**config.mk**
```make
export PLATFORM = sky130hd
export DESIGN_NAME = time_grid_snapshot_sampler_core
export DESIGN_NICKNAME = d
export VERILOG_FILES = /design/src/sv/tgss_pkg.sv /design/src/sv/tgss_front.sv /design/src/sv/tgss_queue.sv /design/src/sv/tgss_back.sv /design/src/sv/time_grid_snapshot_sampler_core.sv
export SDC_FILE = /design/constraint.sdc
export NUM_CORES = 2
export LEC_CHECK = 0
export ABC_AREA = 1
export BUFFER_PORTS_ARGS = -buffer_cell sky130_fd_sc_hd__buf_2
export CAP_MARGIN = 10
export CORE_ASPECT_RATIO = 1.2
export CORE_UTILIZATION = 45
export CTS_BUF_LIST = sky130_fd_sc_hd__clkbuf_4 sky130_fd_sc_hd__clkbuf_8
export DETAILED_ROUTE_END_ITERATION = 8
export GPL_TIMING_DRIVEN = 0
export PLACE_DENSITY = 0.61
export SLEW_MARGIN = 25
export SYNTH_ARGS = -nofsm -noshare
export SYNTH_HDL_FRONTEND = slang
export SYNTH_SLANG_ARGS = --single-unit
```
**constraint.sdc**
```tcl
create_clock -name clock -period 19.32 [get_ports clock]
set_input_delay 0.966 -clock clock [delete_from_list [all_inputs] [get_ports clock]]
set_output_delay 0.966 -clock clock [all_outputs]
set_load 0.005 [all_outputs]
```
**src/sv/tgss_pkg.sv**
```systemverilog
`default_nettype none

package tgss_pkg;

   localparam int STAMP_BITS = 64;
   localparam int VALUE_WORD_BITS = 32;

   // Configuration register indexes.
   localparam logic CSR_INTERVAL = 1'b0;
   localparam logic CSR_OFFSET = 1'b1;

   localparam logic [STAMP_BITS-1:0] INTERVAL_RESET = 64'd1000000000;
   localparam logic [STAMP_BITS-1:0] OFFSET_RESET = 64'd0;

   typedef enum logic {
      OP_SAMPLE = 1'b0,
      OP_FLUSH  = 1'b1
   } op_type;

   typedef enum logic [1:0] {
      BK_IDLE,
      BK_DIVIDE,
      BK_MULTIPLY,
      BK_FINISH
   } back_state_type;

   typedef struct packed {
      logic                       req_type;
      logic [STAMP_BITS-1:0]      stamp;
      logic [VALUE_WORD_BITS-1:0] sample_value;
      logic                       value_present;
   } req_word_type;

   typedef struct packed {
      logic [STAMP_BITS-1:0]      snap_time;
      logic [VALUE_WORD_BITS-1:0] snap_value;
      logic                       snap_present;
   } rsp_word_type;

   // A classified item as it waits between the front and the back.
   typedef struct packed {
      op_type                     op;
      logic [STAMP_BITS-1:0]      stamp;
      logic [STAMP_BITS-1:0]      num;
      logic [VALUE_WORD_BITS-1:0] value;
      logic                       present;
   } entry_type;

endpackage

`default_nettype wire

```
**src/sv/tgss_front.sv**
```systemverilog
`default_nettype none

module tgss_front
   import tgss_pkg::*;
#(
   parameter int VALUE_BITS = 32
) (
   input  wire logic                  clock,
   input  wire logic                  reset,
   input  wire logic                  req_valid,
   output logic                       req_ready,
   input  wire req_word_type          req_word,
   input  wire logic [STAMP_BITS-1:0] offset_ns,
   output logic                       push_valid,
   input  wire logic                  push_ready,
   output entry_type                  push_entry
);

   localparam int HELD_BITS = (VALUE_BITS < VALUE_WORD_BITS) ? VALUE_BITS : VALUE_WORD_BITS;

   logic      valid_ff, valid_in;
   entry_type entry_ff, entry_in;
   logic      take;

   // The stage takes a word when it is empty or its word leaves this cycle.
   assign req_ready = !valid_ff || push_ready;
   assign take = req_valid && req_ready;

   // Classify the word, mask the payload and form the dividend of the grid rounding.
   always_comb begin
      entry_in = entry_ff;
      if (take) begin
         entry_in.op = req_word.req_type ? OP_FLUSH : OP_SAMPLE;
         entry_in.stamp = req_word.stamp;
         entry_in.num = req_word.stamp - STAMP_BITS'(1) - offset_ns;
         entry_in.present = req_word.value_present;
         entry_in.value = req_word.value_present
            ? VALUE_WORD_BITS'(req_word.sample_value[HELD_BITS-1:0])
            : '0;
      end
   end

   assign valid_in = take || (valid_ff && !push_ready);

   always_ff @(posedge clock) begin
      if (reset) begin
         valid_ff <= 1'b0;
      end else begin
         valid_ff <= valid_in;
      end
      entry_ff <= entry_in;
   end

   assign push_valid = valid_ff;
   assign push_entry = entry_ff;

endmodule

`default_nettype wire

```
**src/sv/tgss_queue.sv**
```systemverilog
`default_nettype none

module tgss_queue #(
   parameter int WIDTH = 8,
   parameter int DEPTH = 2
) (
   input  wire logic             clock,
   input  wire logic             reset,
   input  wire logic             push_valid,
   output logic                  push_ready,
   input  wire logic [WIDTH-1:0] push_data,
   output logic                  pop_valid,
   input  wire logic             pop_ready,
   output logic [WIDTH-1:0]      pop_data
);

   localparam int PTR_BITS = (DEPTH > 1) ? $clog2(DEPTH) : 1;
   localparam int CNT_BITS = $clog2(DEPTH + 1);

   logic [WIDTH-1:0]    slots_ff [DEPTH];
   logic [PTR_BITS-1:0] wr_ptr_ff, wr_ptr_in;
   logic [PTR_BITS-1:0] rd_ptr_ff, rd_ptr_in;
   logic [CNT_BITS-1:0] count_ff, count_in;
   logic                do_push, do_pop;

   assign push_ready = count_ff != CNT_BITS'(DEPTH);
   assign pop_valid = count_ff != '0;
   assign do_push = push_valid && push_ready;
   assign do_pop = pop_valid && pop_ready;
   assign pop_data = slots_ff[rd_ptr_ff];

   // Pointer and fill count update.
   always_comb begin
      wr_ptr_in = wr_ptr_ff;
      rd_ptr_in = rd_ptr_ff;
      count_in = count_ff;
      if (do_push) begin
         wr_ptr_in = (wr_ptr_ff == PTR_BITS'(DEPTH - 1)) ? '0 : wr_ptr_ff + PTR_BITS'(1);
      end
      if (do_pop) begin
         rd_ptr_in = (rd_ptr_ff == PTR_BITS'(DEPTH - 1)) ? '0 : rd_ptr_ff + PTR_BITS'(1);
      end
      if (do_push && !do_pop) begin
         count_in = count_ff + CNT_BITS'(1);
      end else if (do_pop && !do_push) begin
         count_in = count_ff - CNT_BITS'(1);
      end
   end

   always_ff @(posedge clock) begin
      if (reset) begin
         wr_ptr_ff <= '0;
         rd_ptr_ff <= '0;
         count_ff <= '0;
      end else begin
         wr_ptr_ff <= wr_ptr_in;
         rd_ptr_ff <= rd_ptr_in;
         count_ff <= count_in;
      end
      if (do_push) begin
         slots_ff[wr_ptr_ff] <= push_data;
      end
   end

endmodule

`default_nettype wire

```
**src/sv/tgss_back.sv**
```systemverilog
`default_nettype none

module tgss_back
   import tgss_pkg::*;
#(
   parameter int VALUE_BITS = 32
) (
   input  wire logic                  clock,
   input  wire logic                  reset,
   input  wire logic [STAMP_BITS-1:0] interval_ns,
   input  wire logic                  pop_valid,
   output logic                       pop_ready,
   input  wire entry_type             pop_entry,
   output logic                       rsp_valid,
   input  wire logic                  rsp_ready,
   output rsp_word_type               rsp_word
);

   localparam int HELD_BITS = (VALUE_BITS < VALUE_WORD_BITS) ? VALUE_BITS : VALUE_WORD_BITS;
   localparam int HALF_BITS = STAMP_BITS / 2;
   localparam int DIV_BITS = $clog2(STAMP_BITS);
   localparam logic [2:0] MUL_LAST = 3'd4;

   back_state_type        state_ff, state_in;
   logic [STAMP_BITS-1:0] boundary_ff, boundary_in;
   logic                  started_ff, started_in;
   logic [HELD_BITS-1:0]  held_value_ff, held_value_in;
   logic                  held_present_ff, held_present_in;
   logic [STAMP_BITS-1:0] cur_stamp_ff, cur_stamp_in;
   logic [HELD_BITS-1:0]  cur_value_ff, cur_value_in;
   logic                  cur_present_ff, cur_present_in;
   logic [STAMP_BITS-1:0] rem_ff, rem_in;
   logic [STAMP_BITS-1:0] quo_ff, quo_in;
   logic [DIV_BITS-1:0]   div_count_ff, div_count_in;
   logic [2:0]            mul_step_ff, mul_step_in;
   logic [STAMP_BITS-1:0] prod_ff, prod_in;
   logic [STAMP_BITS-1:0] acc_ff, acc_in;
   logic                  rsp_valid_ff, rsp_valid_in;
   rsp_word_type          rsp_word_ff, rsp_word_in;

   logic                  slot_free, head_flush, head_inside, head_take, start_div;
   logic                  crossed, finish_go;
   logic [STAMP_BITS:0]   rem_shift, rem_diff;
   logic [HALF_BITS-1:0]  mult_a, mult_b;
   logic [STAMP_BITS-1:0] mult_result;

   // Decisions on the head of the queue and on the finished grid value.
   assign slot_free = !rsp_valid_ff || rsp_ready;
   assign head_flush = pop_entry.op == OP_FLUSH;
   assign head_inside = started_ff && (pop_entry.stamp <= boundary_ff);
   assign pop_ready = (state_ff == BK_IDLE) && (!head_flush || !started_ff || slot_free);
   assign head_take = pop_valid && pop_ready;
   assign start_div = !head_flush && !head_inside;
   assign crossed = started_ff || (cur_stamp_ff > acc_ff);
   assign finish_go = !crossed || slot_free;

   // One restoring division step per cycle.
   assign rem_shift = {rem_ff, quo_ff[STAMP_BITS-1]};
   assign rem_diff = rem_shift - {1'b0, interval_ns};

   // Low half products of (quotient + 1) times the interval, one per cycle.
   always_comb begin
      mult_a = quo_ff[HALF_BITS-1:0];
      mult_b = interval_ns[HALF_BITS-1:0];
      if (mul_step_ff == 3'd2) begin
         mult_b = interval_ns[STAMP_BITS-1:HALF_BITS];
      end else if (mul_step_ff == 3'd3) begin
         mult_a = quo_ff[STAMP_BITS-1:HALF_BITS];
      end
   end

   assign mult_result = STAMP_BITS'(mult_a) * STAMP_BITS'(mult_b);

   // Next state.
   always_comb begin
      state_in = state_ff;
      unique case (state_ff)
         BK_IDLE: begin
            if (head_take && start_div) begin
               state_in = BK_DIVIDE;
            end
         end
         BK_DIVIDE: begin
            if (div_count_ff == '0) begin
               state_in = BK_MULTIPLY;
            end
         end
         BK_MULTIPLY: begin
            if (mul_step_ff == MUL_LAST) begin
               state_in = BK_FINISH;
            end
         end
         BK_FINISH: begin
            if (finish_go) begin
               state_in = BK_IDLE;
            end
         end
         default: begin
            state_in = BK_IDLE;
         end
      endcase
   end

   // Datapath and result register.
   always_comb begin
      boundary_in = boundary_ff;
      started_in = started_ff;
      held_value_in = held_value_ff;
      held_present_in = held_present_ff;
      cur_stamp_in = cur_stamp_ff;
      cur_value_in = cur_value_ff;
      cur_present_in = cur_present_ff;
      rem_in = rem_ff;
      quo_in = quo_ff;
      div_count_in = div_count_ff;
      mul_step_in = mul_step_ff;
      prod_in = prod_ff;
      acc_in = acc_ff;
      rsp_valid_in = rsp_valid_ff && !rsp_ready;
      rsp_word_in = rsp_word_ff;
      unique case (state_ff)
         BK_IDLE: begin
            if (head_take) begin
               priority if (head_flush) begin
                  // A flush sends the last snapshot and ends the stream.
                  if (started_ff) begin
                     rsp_valid_in = 1'b1;
                     rsp_word_in.snap_time = boundary_ff;
                     rsp_word_in.snap_value = VALUE_WORD_BITS'(held_value_ff);
                     rsp_word_in.snap_present = held_present_ff;
                     boundary_in = '0;
                     started_in = 1'b0;
                     held_value_in = '0;
                     held_present_in = 1'b0;
                  end
               end else if (head_inside) begin
                  held_value_in = pop_entry.value[HELD_BITS-1:0];
                  held_present_in = pop_entry.present;
               end else begin
                  cur_stamp_in = pop_entry.stamp;
                  cur_value_in = pop_entry.value[HELD_BITS-1:0];
                  cur_present_in = pop_entry.present;
                  rem_in = '0;
                  quo_in = pop_entry.num;
                  div_count_in = DIV_BITS'(STAMP_BITS - 1);
                  mul_step_in = '0;
               end
            end
         end
         BK_DIVIDE: begin
            if (!rem_diff[STAMP_BITS]) begin
               rem_in = rem_diff[STAMP_BITS-1:0];
               quo_in = {quo_ff[STAMP_BITS-2:0], 1'b1};
            end else begin
               rem_in = rem_shift[STAMP_BITS-1:0];
               quo_in = {quo_ff[STAMP_BITS-2:0], 1'b0};
            end
            div_count_in = div_count_ff - DIV_BITS'(1);
         end
         BK_MULTIPLY: begin
            mul_step_in = mul_step_ff + 3'd1;
            unique case (mul_step_ff)
               3'd0: quo_in = quo_ff + STAMP_BITS'(1);
               3'd1: prod_in = mult_result;
               3'd2: begin
                  acc_in = prod_ff;
                  prod_in = mult_result;
               end
               3'd3: begin
                  acc_in = acc_ff + {prod_ff[HALF_BITS-1:0], HALF_BITS'(0)};
                  prod_in = mult_result;
               end
               default: begin
                  acc_in = acc_ff + {prod_ff[HALF_BITS-1:0], HALF_BITS'(0)};
               end
            endcase
         end
         BK_FINISH: begin
            // The new boundary is in acc; a crossing sends the old snapshot first.
            if (finish_go) begin
               if (crossed) begin
                  rsp_valid_in = 1'b1;
                  rsp_word_in.snap_time = started_ff ? boundary_ff : acc_ff;
                  rsp_word_in.snap_value = VALUE_WORD_BITS'(held_value_ff);
                  rsp_word_in.snap_present = held_present_ff;
               end
               boundary_in = acc_ff;
               started_in = 1'b1;
               held_value_in = cur_value_ff;
               held_present_in = cur_present_ff;
            end
         end
         default: begin
            rsp_valid_in = rsp_valid_ff && !rsp_ready;
         end
      endcase
   end

   always_ff @(posedge clock) begin
      if (reset) begin
         state_ff <= BK_IDLE;
         boundary_ff <= '0;
         started_ff <= 1'b0;
         held_value_ff <= '0;
         held_present_ff <= 1'b0;
         rsp_valid_ff <= 1'b0;
      end else begin
         state_ff <= state_in;
         boundary_ff <= boundary_in;
         started_ff <= started_in;
         held_value_ff <= held_value_in;
         held_present_ff <= held_present_in;
         rsp_valid_ff <= rsp_valid_in;
      end
      cur_stamp_ff <= cur_stamp_in;
      cur_value_ff <= cur_value_in;
      cur_present_ff <= cur_present_in;
      rem_ff <= rem_in;
      quo_ff <= quo_in;
      div_count_ff <= div_count_in;
      mul_step_ff <= mul_step_in;
      prod_ff <= prod_in;
      acc_ff <= acc_in;
      rsp_word_ff <= rsp_word_in;
   end

   assign rsp_valid = rsp_valid_ff;
   assign rsp_word = rsp_word_ff;

endmodule

`default_nettype wire

```
**src/sv/time_grid_snapshot_sampler_core.sv**
```systemverilog
`default_nettype none
// Channel   Direction  Handshake            Word
// req       in         req_valid/req_ready  req_word: type, stamp, value, present
// rsp       out        rsp_valid/rsp_ready  rsp_word: snapshot time, value, present
// csr       in         csr_valid/csr_ready  csr_index, csr_data (interval, offset)
//
// In the back end, a sample at or before the current boundary, and a flush, are handled
// in the idle state. A crossing sample, and the first sample of a stream, go through the
// 64 steps of the serial divider, the 5 of the split 32-bit multiplier and a finish state.
// Reset clears the stream state and loads the register defaults.
// A two-word queue lets the front keep taking words while the back divides or the
// result register waits for rsp_ready.

module time_grid_snapshot_sampler_core
   import tgss_pkg::*;
#(
   parameter int VALUE_BITS = 32,
   parameter int QUEUE_DEPTH = 2
) (
   input  wire logic                       clock,
   input  wire logic                       reset,
   input  wire logic                       req_valid,
   output logic                            req_ready,
   input  wire req_word_type               req_word,
   output logic                            rsp_valid,
   input  wire logic                       rsp_ready,
   output rsp_word_type                    rsp_word,
   input  wire logic                       csr_valid,
   output logic                            csr_ready,
   input  wire logic                       csr_index,
   input  wire logic [STAMP_BITS-1:0]      csr_data
);

   logic [STAMP_BITS-1:0] interval_ff, interval_in;
   logic [STAMP_BITS-1:0] offset_ff, offset_in;
   logic                  push_valid, push_ready, pop_valid, pop_ready;
   entry_type             push_entry, pop_entry;
   logic [$bits(entry_type)-1:0] pop_data;

   // Configuration registers; writes are always taken.
   assign csr_ready = 1'b1;

   always_comb begin
      interval_in = interval_ff;
      offset_in = offset_ff;
      if (csr_valid && csr_ready) begin
         unique case (csr_index)
            CSR_INTERVAL: interval_in = csr_data;
            CSR_OFFSET:   offset_in = csr_data;
            default:      interval_in = interval_ff;
         endcase
      end
   end

   always_ff @(posedge clock) begin
      if (reset) begin
         interval_ff <= INTERVAL_RESET;
         offset_ff <= OFFSET_RESET;
      end else begin
         interval_ff <= interval_in;
         offset_ff <= offset_in;
      end
   end

   tgss_front #(
      .VALUE_BITS(VALUE_BITS)
   ) u_front (
      .clock(clock),
      .reset(reset),
      .req_valid(req_valid),
      .req_ready(req_ready),
      .req_word(req_word),
      .offset_ns(offset_ff),
      .push_valid(push_valid),
      .push_ready(push_ready),
      .push_entry(push_entry)
   );

   tgss_queue #(
      .WIDTH($bits(entry_type)),
      .DEPTH(QUEUE_DEPTH)
   ) u_queue (
      .clock(clock),
      .reset(reset),
      .push_valid(push_valid),
      .push_ready(push_ready),
      .push_data(push_entry),
      .pop_valid(pop_valid),
      .pop_ready(pop_ready),
      .pop_data(pop_data)
   );

   assign pop_entry = entry_type'(pop_data);

   tgss_back #(
      .VALUE_BITS(VALUE_BITS)
   ) u_back (
      .clock(clock),
      .reset(reset),
      .interval_ns(interval_ff),
      .pop_valid(pop_valid),
      .pop_ready(pop_ready),
      .pop_entry(pop_entry),
      .rsp_valid(rsp_valid),
      .rsp_ready(rsp_ready),
      .rsp_word(rsp_word)
   );

endmodule

`default_nettype wire

```
==> impl_metrics.py <==
metrics = {
    "routing": {
        "drt-initial-drc-count": 7451,
        "via_count": 77500,
        "viasPerCell": 5.61,
        "finalWirelength_um": 387000,
        "wl_per_cell_um": 28.0,
        "drcViolationCount": 0,
        "ant_nets": 0,
        "firstDrtPassIters": 6,
    },
    "setup_path": {
        "critical_path.most_common_cell": "fa_1",
        "r2r_setup_slack_ps": 8250,
        "cp.required_ps": 19980,
        "worstPathMaxFanout": 10,
        "arrival_ps": 11730,
        "crit_type": "flop to flop",
        "endpoint_kind": "flop",
        "reg2reg_depth": 29,
        "max_stage_delay_ps": 850,
        "cpMaxStageDelayCell": "o21ai_2",
        "start_kind": "flop",
    },
    "job": {
        "drv_cap": 0,
    },
    "synth": {
        "yosys_warnings": 0,
        "syn_area_sq_mm": 0.0924,
        "synthArstFlopShare": 0,
        "ys_types": 63,
        "synth-seq-cells": 1180,
        "synth_edf_count": 945,
        "synth_ff_type": "edfxtp_1",
        "syn_area_per_cell_sq_um": 8.80,
        "synth_nets": 12100,
        "yosysSeqAreaShare": 0.358,
        "synthCells": 10500,
    },
    "clocking": {
        "cts_root_buf": "clkbuf_8",
        "post_cts_buffers": 0,
        "ctsHoldBuffers": 0,
        "cts.sinks": 1180,
        "cts_buffers": 191,
        "clk_pin_slew_ps": 70,
        "cts_resized": 0,
        "cts.path.max_buffers": 3,
        "cts_max_level": 4,
        "cts_tree": "built",
        "clkLatencyLatePin_ps": 1000,
    },
    "global_route": {
        "antenna_found_initial": 26,
        "grt_pass1_vias": 78300,
        "grt_util_met2": 0.595,
        "grtUsageTotal": 0.371,
        "grt_max_degree": 96,
        "global_route.usage.met3": 0.0753,
        "use_met1": 0.451,
        "grt_pass1_wl_um": 546000,
        "grt.busiest_layer": "met2",
        "overflow": 0,
    },
    "sta": {
        "worst_pin_slew_ps": 1200,
        "post-route-period-util": 0.573,
        "report.final.slew_viol_count": 0,
        "hold_viol": 0,
        "setup_viol": 0,
        "finalClockSkew_ps": 115,
        "max_freq_ghz": 0.0903,
        "fin_setup_tns_ps": 0,
        "final.min_clock_period_ps": 11070,
        "grt_setup_unrepaired": "false",
        "timing.slew.headroom": 0.194,
    },
    "layout": {
        "syn2layout_area_growth_pct": 11.1,
        "drive_gt1_frac": 0.0751,
        "final_common_cell": "nand2_1",
        "final_cell_mix": "2015 x nand2_1, 1779 x inv_1, 1417 x nor2_1, 945 x edfxtp_1, 899 x fa_1",
        "nets": 12600,
    },
    "die": {
        "die_area_sq_mm": 0.207,
        "chipHeight_um": 498,
        "initial_core_util": 0.454,
        "rows": 181,
        "core_sq_mm": 0.203,
        "die_x_um": 416,
        "io_pins": 268,
    },
    "place": {
        "hpwl_um": 323000,
        "io_buffers": 266,
        "gp_congestion": 1.07,
    },
    "status": {
        "status": "finished clean",
    },
    "hold_path": {
        "hold_depth": 1,
        "min_path_type": "input pin to flop",
    },
}
[through the flow]
step	instances	worst slack [ps]	cell area [sq um]	hold slack, ps	utilization
6_report	13800	8250	103000	203	0.505
5_1_grt	13800	8060	103000	151	0.505
4_1_cts	13800	8450	103000	88.9	0.505
3_5_place_dp	13500	8460	98400	414	0.484
3_3_place_gp	13400	7030	97100	414	0.477
2_1_floorplan	10500	11370	92400	409	-
[cell families (layout without fill, tap and decap cells)]
group / count (synthesis) / count (layout) / share of synthesized area
adder cells (fa/ha/maj): 1462 / 1462 / 0.271
flip-flops: 1180 / 1180 / 0.358
buffers and inverters: 2181 / 2852 / 0.0904
XOR/XNOR: 187 / 187 / 0.0177
other: 1 / 8 / 0.0000406
AND/OR/NAND/NOR: 3923 / 3923 / 0.170
AO/OA/AOI/OAI: 1563 / 1563 / 0.0927
multiplexers: 1 / 1 / 0.000122
[cell usage after synthesis, drive strengths merged, types with 76 or more instances]
master  instances  area share
nand3         188       0.010
nand4         136      0.0092
dfxtp         235       0.051
nand2        2022       0.082
xor2          138       0.013
nor2         1429       0.058
fa            899        0.19
clkbuf        276       0.011
edfxtp        945        0.31
buf            97      0.0057
nor3           76      0.0042
inv          1789       0.073
ha            563       0.076
a21oi         586       0.032
o21ai         672       0.037
[layer usage]
metal  wire length (um)  share of wire  up-vias
met5                160        0.00041        -
met4              31900          0.083       24
met3              31600          0.082     1022
met2             175000           0.45     3596
met1             148000           0.38    38300
li1                   -              -    34600
[final timing paths]
| path | to | start |
|---|---|---|
| max | u_back.prod_ff[58] | u_back.mul_step_ff[0] |
| min | u_front.push_entry[106] | req_word[42] |
| max reg2reg | u_back.prod_ff[58] | u_back.mul_step_ff[0] |
| min reg2reg | u_queue.slots_ff[0][136] | u_front.push_entry[136] |
[final cells by class]
type                            instances  area (sq um)
Buffer                                373          1590
Multi-Input combinational cell       7137         51200
Clock buffer                          271          3320
Antenna cell                            7          17.5
Timing Repair Buffer                  316          2470
Inverter                             1808          6800
Fill cell                           19500        101000
Clock inverter                         84           858
Sequential cell                      1180         33100
Tap cell                             2653          3320
[critical path, delay by kind of cell (launching register included)]
family	cells	cell delay (ps)
AOI/OAI and AO/OA	6	2520
adders and majority gates	10	4930
buffers and inverters	7	1840
and+or+nand+nor	5	850
DFF	1	430
xor gates and xnor gates	1	190
[sequential cells by signal, summed over array words and instances (netlist names), 2 cells and up, named ones only]
register	count
u_back.prod_ff	64
offset_ff	64
u_front.push_entry	162
u_back.mul_step_ff	3
interval_ff	64
u_back.held_value_ff	32
u_back.cur_stamp_ff	64
u_back.boundary_ff	64
u_back.rsp_word	97
u_queue.slots_ff	324
u_back.cur_value_ff	32
u_queue.count_ff	2
u_back.state_ff	2
u_back.rem_ff	64
u_back.div_count_ff	6
u_back.quo_ff	64
u_back.acc_ff	64
Power is left out: the tool's default activity adds up to more than one toggle a clock period on the data nets, which glitch-free logic cannot reach.
